### config.mk
export PLATFORM = sky130hd
export DESIGN_NAME = qbf_div
export DESIGN_NICKNAME = d
export VERILOG_FILES = /design/src/design/qbf_pkg.sv /design/src/design/qbf_div.sv
export SDC_FILE = /design/constraint.sdc
export NUM_CORES = 2
export LEC_CHECK = 0
export BUFFER_PORTS_ARGS = -buffer_cell sky130_fd_sc_hd__buf_2
export CORE_MARGIN = 4
export CORE_UTILIZATION = 43
export DETAILED_ROUTE_END_ITERATION = 6
export PLACE_DENSITY = 0.63
export SYNTH_ARGS = -nofsm -noshare
export SYNTH_HDL_FRONTEND = slang
export SYNTH_SLANG_ARGS = --single-unit
export TNS_END_PERCENT = 5
### constraint.sdc
create_clock -name clk_i -period 10.5 [get_ports clk_i]
set_input_delay 0.525 -clock clk_i [delete_from_list [all_inputs] [get_ports clk_i]]
set_output_delay 0.525 -clock clk_i [all_outputs]
set_load 0.02 [all_outputs]
### src/design/qbf_pkg.sv
package qbf_pkg;

  localparam int AXES       = 2;   // x = 0, y = 1
  localparam int AXIS_X     = 0;
  localparam int AXIS_Y     = 1;
  localparam int SEG_W      = 7;   // segment count register
  localparam int COORD_W    = 32;  // twips coordinate
  localparam int WGT_W      = 2 * SEG_W;       // Bernstein weight, N^2 at most
  localparam int DEN_W      = WGT_W + 1;       // 2 * N^2
  localparam int NUM_W      = 48;              // weighted sum and rounding dividend
  localparam int QUO_W      = 32;              // quotient magnitude
  localparam int REM_W      = NUM_W - QUO_W;   // partial remainder
  localparam int DIV_BITS   = 4;               // quotient bits per divider stage
  localparam int DIV_STAGES = QUO_W / DIV_BITS;

  localparam logic [SEG_W-1:0] SEG_RESET = 7'd16;

  typedef logic        [SEG_W-1:0]   seg_t;
  typedef logic        [WGT_W-1:0]   wgt_t;
  typedef logic        [DEN_W-1:0]   den_t;
  typedef logic signed [COORD_W-1:0] coord_t;
  typedef logic signed [NUM_W-1:0]   num_t;
  typedef logic        [NUM_W-1:0]   mag_t;
  typedef logic        [QUO_W-1:0]   quo_t;
  typedef logic        [REM_W-1:0]   rem_t;

  // Control that travels beside each point through the pipeline.
  typedef struct packed {
    logic valid;
    logic last;
  } ctrl_t;

  // Divider input for one axis: magnitude dividend and sign of the sum.
  typedef struct packed {
    logic neg;
    mag_t dividend;
  } div_in_t;

  // Divider lane: remainder, shared dividend/quotient shift word, sign.
  typedef struct packed {
    logic neg;
    rem_t rem;
    quo_t acc;
  } lane_t;

endpackage

### src/design/qbf_div.sv
module qbf_div (
  input  logic              clk_i,
  input  logic              rst_ni,
  input  qbf_pkg::ctrl_t    ctrl_i,
  input  qbf_pkg::den_t     den_i,
  input  qbf_pkg::div_in_t  num_i [qbf_pkg::AXES],
  output qbf_pkg::ctrl_t    ctrl_o,
  output qbf_pkg::quo_t     quo_o [qbf_pkg::AXES],
  output logic              neg_o [qbf_pkg::AXES]
);

  localparam int Stages = qbf_pkg::DIV_STAGES;
  localparam int Axes   = qbf_pkg::AXES;

  // Restoring division, DIV_BITS quotient bits per call.
  function automatic qbf_pkg::lane_t div_step(qbf_pkg::lane_t l, qbf_pkg::den_t den);
    logic [qbf_pkg::REM_W:0] t;
    logic [qbf_pkg::REM_W:0] den_ext;
    qbf_pkg::lane_t          r;
    r       = l;
    den_ext = {{(qbf_pkg::REM_W + 1 - qbf_pkg::DEN_W){1'b0}}, den};
    for (int i = 0; i < qbf_pkg::DIV_BITS; i++) begin
      t     = {r.rem, r.acc[qbf_pkg::QUO_W-1]};
      r.acc = {r.acc[qbf_pkg::QUO_W-2:0], 1'b0};
      if (t >= den_ext) begin
        t        = t - den_ext;
        r.acc[0] = 1'b1;
      end
      r.rem = t[qbf_pkg::REM_W-1:0];
    end
    return r;
  endfunction

  qbf_pkg::ctrl_t ctrl_q  [Stages];
  qbf_pkg::den_t  den_q   [Stages];
  qbf_pkg::ctrl_t ctrl_in [Stages];
  qbf_pkg::den_t  den_in  [Stages];
  qbf_pkg::lane_t lane_q  [Stages][Axes];
  qbf_pkg::lane_t lane_in [Stages][Axes];

  for (genvar st = 0; st < Stages; st++) begin : g_stage
    if (st == 0) begin : g_first
      assign ctrl_in[st] = ctrl_i;
      assign den_in[st]  = den_i;
      for (genvar ax = 0; ax < Axes; ax++) begin : g_axis
        always_comb begin
          lane_in[st][ax].neg = num_i[ax].neg;
          lane_in[st][ax].rem = num_i[ax].dividend[qbf_pkg::NUM_W-1 -: qbf_pkg::REM_W];
          lane_in[st][ax].acc = num_i[ax].dividend[qbf_pkg::QUO_W-1:0];
        end
      end
    end else begin : g_next
      assign ctrl_in[st] = ctrl_q[st-1];
      assign den_in[st]  = den_q[st-1];
      for (genvar ax = 0; ax < Axes; ax++) begin : g_axis
        assign lane_in[st][ax] = lane_q[st-1][ax];
      end
    end

    for (genvar ax = 0; ax < Axes; ax++) begin : g_lane
      always_ff @(posedge clk_i) begin
        lane_q[st][ax] <= div_step(lane_in[st][ax], den_in[st]);
      end
    end

    always_ff @(posedge clk_i or negedge rst_ni) begin
      if (!rst_ni) begin
        ctrl_q[st] <= '0;
      end else begin
        ctrl_q[st] <= ctrl_in[st];
      end
    end

    always_ff @(posedge clk_i) begin
      den_q[st] <= den_in[st];
    end
  end

  assign ctrl_o = ctrl_q[Stages-1];

  for (genvar ax = 0; ax < Axes; ax++) begin : g_out
    assign quo_o[ax] = lane_q[Stages-1][ax].acc;
    assign neg_o[ax] = lane_q[Stages-1][ax].neg;
  end

endmodule

# Yosys cells after proc, flatten, opt, wreduce, memory -nomap -nowiden
# Memories as Yosys holds them, arrays and structs flattened.
# Index checks and enable logic that the tools add are counted.
# Widths: inputs -> output; s select.
[op_classes] reduce_logical=0 muxes=128 shifts=0 n_addsub=64 eq_ne=0 bitwise_logic=0 div=0 n_mul=0 order_cmp=64
[op_table] cell="$ge 17x15->1" n=64
[op_table] cell="$mux 16" n=64
[op_table] cell="$sub 16x15->16" n=64
[op_table] cell="$mux 1" n=64
[word_totals] n_memories=2 romBits=0 out_inout_bits=68 ff_bits=16 latchBits=0 wordCells=274 ramBits=904
[mem_list] name="lane_q" words=8 word_bits=98 rd=8 rd_ports_with_merged_regs=0 wr=8 line_no="qbf_div.sv:38" text="qbf_pkg::lane_t lane_q [Stages][Axes];"
[mem_list] name="den_q" words=8 word_bits=15 rd=7 rd_ports_with_merged_regs=0 wr=8 line_no="qbf_div.sv:35" text="qbf_pkg::den_t den_q [Stages];"

# Depth between registers and ports, before layout
# An unclocked memory read counts as a cell.
[logic_depth] depth_word=9 mapped_depth=55 mapped_depth_nobuf=51

# Worst setup path before layout
# OpenSTA, ideal clock, no wires.
[synth_path] path_kind="reg2reg" start="memory den_q[0][1] in the netlist's numbering" end="memory lane_q[0][186] in the netlist's numbering" setup_time_ns=0.123 t_arrival_ns=11.508 setup_slack_ns=-1.132 path_stages_with_launch=53 period_less_slack_ns=11.632 path_cell_list="dfxtp_1 -> inv_1 -> ha_1 -> nor2b_1 -> o31a_1 -> o31ai_2 -> a41oi_1 -> o21ai_1 -> and3_1 -> clkbuf_1 -> buf_1 -> nor2_1 -> a21oi_1 -> inv_1 -> ha_1 -> nor2b_1 -> o21ai_0 -> a21o_1 -> [17 not listed] -> o21ai_1 -> nor4_4 -> buf_6 -> mux2i_1 -> ha_1 -> nor2b_1 -> o21a_1 -> o21ai_0 -> a31oi_1 -> o31ai_1 -> a21oi_1 -> a41o_1 -> or3_1 -> a21oi_1 -> nor2b_1 -> a32oi_4 -> buf_6 -> mux2_1"
[synth_lines] item="from (decl)" line_no="qbf_div.sv:35"
[synth_lines] item="to (decl)" line_no="qbf_div.sv:38"

==> impl_metrics.csv <==
group,metric,value,unit
outcome,status,"completed",
drt,first_pass_iters,6,
sta,hold_viol,0,
place,dp_hpwl,181000,um
setup_path,crit_slowest_cell,"or4_1",
synthesis,synth_cells,8603,
sta,slew_violations,0,
sta,post-route-period-util,97.0,%
sta,report.final.setup_viol,0,
die,fp.coreArea,0.168,sq mm
setup_path,startpoint_type,"flip-flop",
job,cap_violations,0,
sta,fin_skew,0.0359,ns
setup_path,required,11.13,ns
drt,finalWirelength,227000,um
die,die-width,419,um
place,place_inst,11223,
sta,relSlewSlack,27.3,%
synthesis,synth_ff_type,"dfxtp_1",
clocking,cts-htree-levels,3,
layout,nNetsFinal,10409,
layout,final_common_cell,"ha_1",
sta,period_needed,10.19,ns
clocking,cts_tree,"done",
setup_path,slowest_delay,0.45,ns
clocking,cts_root_buffer,"clkbuf_16",
setup_path,critical_path_arrival,10.81,ns
setup_path,path_buf_inv,3,
synthesis,synth_largest_area_cell,"dfxtp_1",
synthesis,synth_area_per_cell,8.46,sq um
setup_path,cp-end-kind,"flip-flop",
place,place_congestion,0.961,
synthesis,ys_types,120,
drt,avgViaCountPerCell,5.74,
synthesis,synth_top_area_share,23.6,%
synthesis,syn-cell-area,0.0728,sq mm
die,die_area,0.176,sq mm
synthesis,synth-seq-cells,873,
drt,wl_per_cell,19.7,um
die,rows,150,
setup_path,critical_path_peak_fanout,12,
drt,drc,0,
clocking,clock_path_buffers,3,
synthesis,ys_warn_count,0,
layout,drive_above_1_share,16.3,%
drt,drt-initial-drc-count,4645,
synthesis,async_flop_share,1.83,%
synthesis,synth_edf_count,0,
clocking,clock_latency,0.76,ns
setup_path,path_delay_family,"compound AO/OA/AOI/OAI gates",
synthesis,synthTopCellsByArea,"dfxtp_1 (24%), ha_1 (17%), xnor2_1 (5.6%)",
layout,area_delta_synth_final,16.5,%
layout,final_area,0.0848,sq mm
global_route,grt_max_degree,26,
synthesis,syn_nets,9742,
place,place_area,0.0788,sq mm
global_route,track_usage,24.8,%
setup_path,criticalPathCategory,"flip-flop to flip-flop",
hold_path,hold_path.class,"primary input to flip-flop",
die,initial_utilization,43.4,%
synthesis,ys_seq_area_share,24.1,%
die,die_height,419,um
global_route,grt_pass1_vias,63597,
global_route,grt_first_pass_wirelength,349000,um
clocking,clkTransAtPathRegs,0.06,ns
layout,fillCellCount,15994,
layout,mostFrequentLayoutCells,"ha_1 (944), dfxtp_1 (834), a21oi_1 (689), nor2_1 (625), nand2_1 (599)",
clocking,numCtsBuffers,99,
place,port_buffers,184,
sta,worstMarginPinSlew,1.08,ns
global_route,grt-ovfl-total,0,
layout,finalNonFillerCells,11562,
drt,vias,66324,
sta,clock.fmax,98.2,MHz
sta,rsz0062_at_grt,"true",
die,pin_count,185,
global_route,antenna_found_initial,12,
drt,ant_nets,0,
clocking,cts.sinks,873,
==> state kept, by name (all words and copies together), names as in the netlist <==
signal   flops
den_q      105
ctrl_in     14
lane_q     752
ctrl_o       2
==> what timing repair did <==
item | in CTS | in global routing
buffers inserted | 2 | 69
hold endpoints to repair | 89 | 0
endpoints found under the setup margin | 112 | 237
pin swaps | 3 | 34
hold buffers | 74 | 0
gates cloned | 0 | 5
gates resized for setup | 26 | 277
==> cell usage after synthesis (all sizes together) (73+ instances only) <==
cell and count:
clkbuf 92, o21a 152, nor2b 166, nor2 632, a211oi 81, ha 960, xnor2 466, a31oi 73
inv 534, nand2 606, nand4 149, dfxtp 857, mux2 398, nor3 161, xor2 226, o21bai 93
a21oi 735, mux2i 97, nand3 164, o21ai 558, nand2b 103, a21o 303, o211ai 73
==> path summary, 6_finish.rpt <==
| check | startpoint | to | slack (ns) | cells after the start |
|---|---|---|---|---|
| setup reg to reg | den_q[4][1]$_DFF_P_ | lane_q[1][193]$_DFF_P_ | 0.31 | 43 |
| max in group asynchronous | rst_ni | ctrl_in[2]$_DFF_PN0_ | 10.00 | 2 |
| setup / recovery | den_q[4][1]$_DFF_P_ | lane_q[1][193]$_DFF_P_ | 0.31 | 43 |
| hold / removal | den_i[0] | den_q[0][0]$_DFF_P_ | 0.09 | 1 |
| min in group asynchronous | rst_ni | ctrl_in[3]$_DFF_PN0_ | 0.24 | 2 |
| hold reg to reg | lane_q[1][211]$_DFF_P_ | lane_q[1][313]$_DFF_P_ | 0.31 | 0 |
==> layout make-up <==
type | count | area (sq um) | share of cell area (%)
Antenna cell | 5 | 12.5 | 0.0148
Timing Repair Buffer | 702 | 5150 | 6.08
Multi-Input combinational cell | 7057 | 53600 | 63.2
Tap cell | 2204 | 2760 | 3.25
Inverter | 537 | 2080 | 2.46
Sequential cell | 873 | 17600 | 20.7
Clock buffer | 132 | 2860 | 3.37
Clock inverter | 52 | 717 | 0.846
==> through the flow <==
step	TNS, ns	setup slack [ns]	util [%]	hold slack [ns]
floorplan	-3.57	-0.113	-	0.229
global placement	-3.02	-0.173	47.0	0.310
detailed placement	-9.48	-0.268	47.0	0.312
CTS	-1.14	-0.104	49.7	0.000527
global route	-4.66	-0.148	50.6	0.0217
finish	0	0.314	50.6	0.0881
==> per-layer routing <==
metal  track usage [%]  routed length [um]
met4              10.6               10800
met2              41.3              104000
met3              3.02               11400
met5                 0                  31
met1              32.3              101000
==> cells by family after synthesis <==
logic type      share of synthesized area [%]
buf+inv                                  3.60
xor+xnor                                 8.33
simple gates                             15.4
fa+ha+maj                                18.2
flops                                    24.1
mux                                      7.60
compound gates                           22.7
==> worst register-to-register path, delay by kind of cell (launching register included) <==
kind                     cells  cell delay [ns]
buffers and inverters        3             0.50
adder cells (fa/ha/maj)      4             1.17
XOR/XNOR                     1             0.09
AO/OA/AOI/OAI               25             5.58
flip-flops                   1             0.38
multiplexers                 4             1.13
AND/OR/NAND/NOR              6             1.21
Power is left out: the tool's default activity adds up to more than one toggle a clock period on the data nets, which glitch-free logic cannot reach.
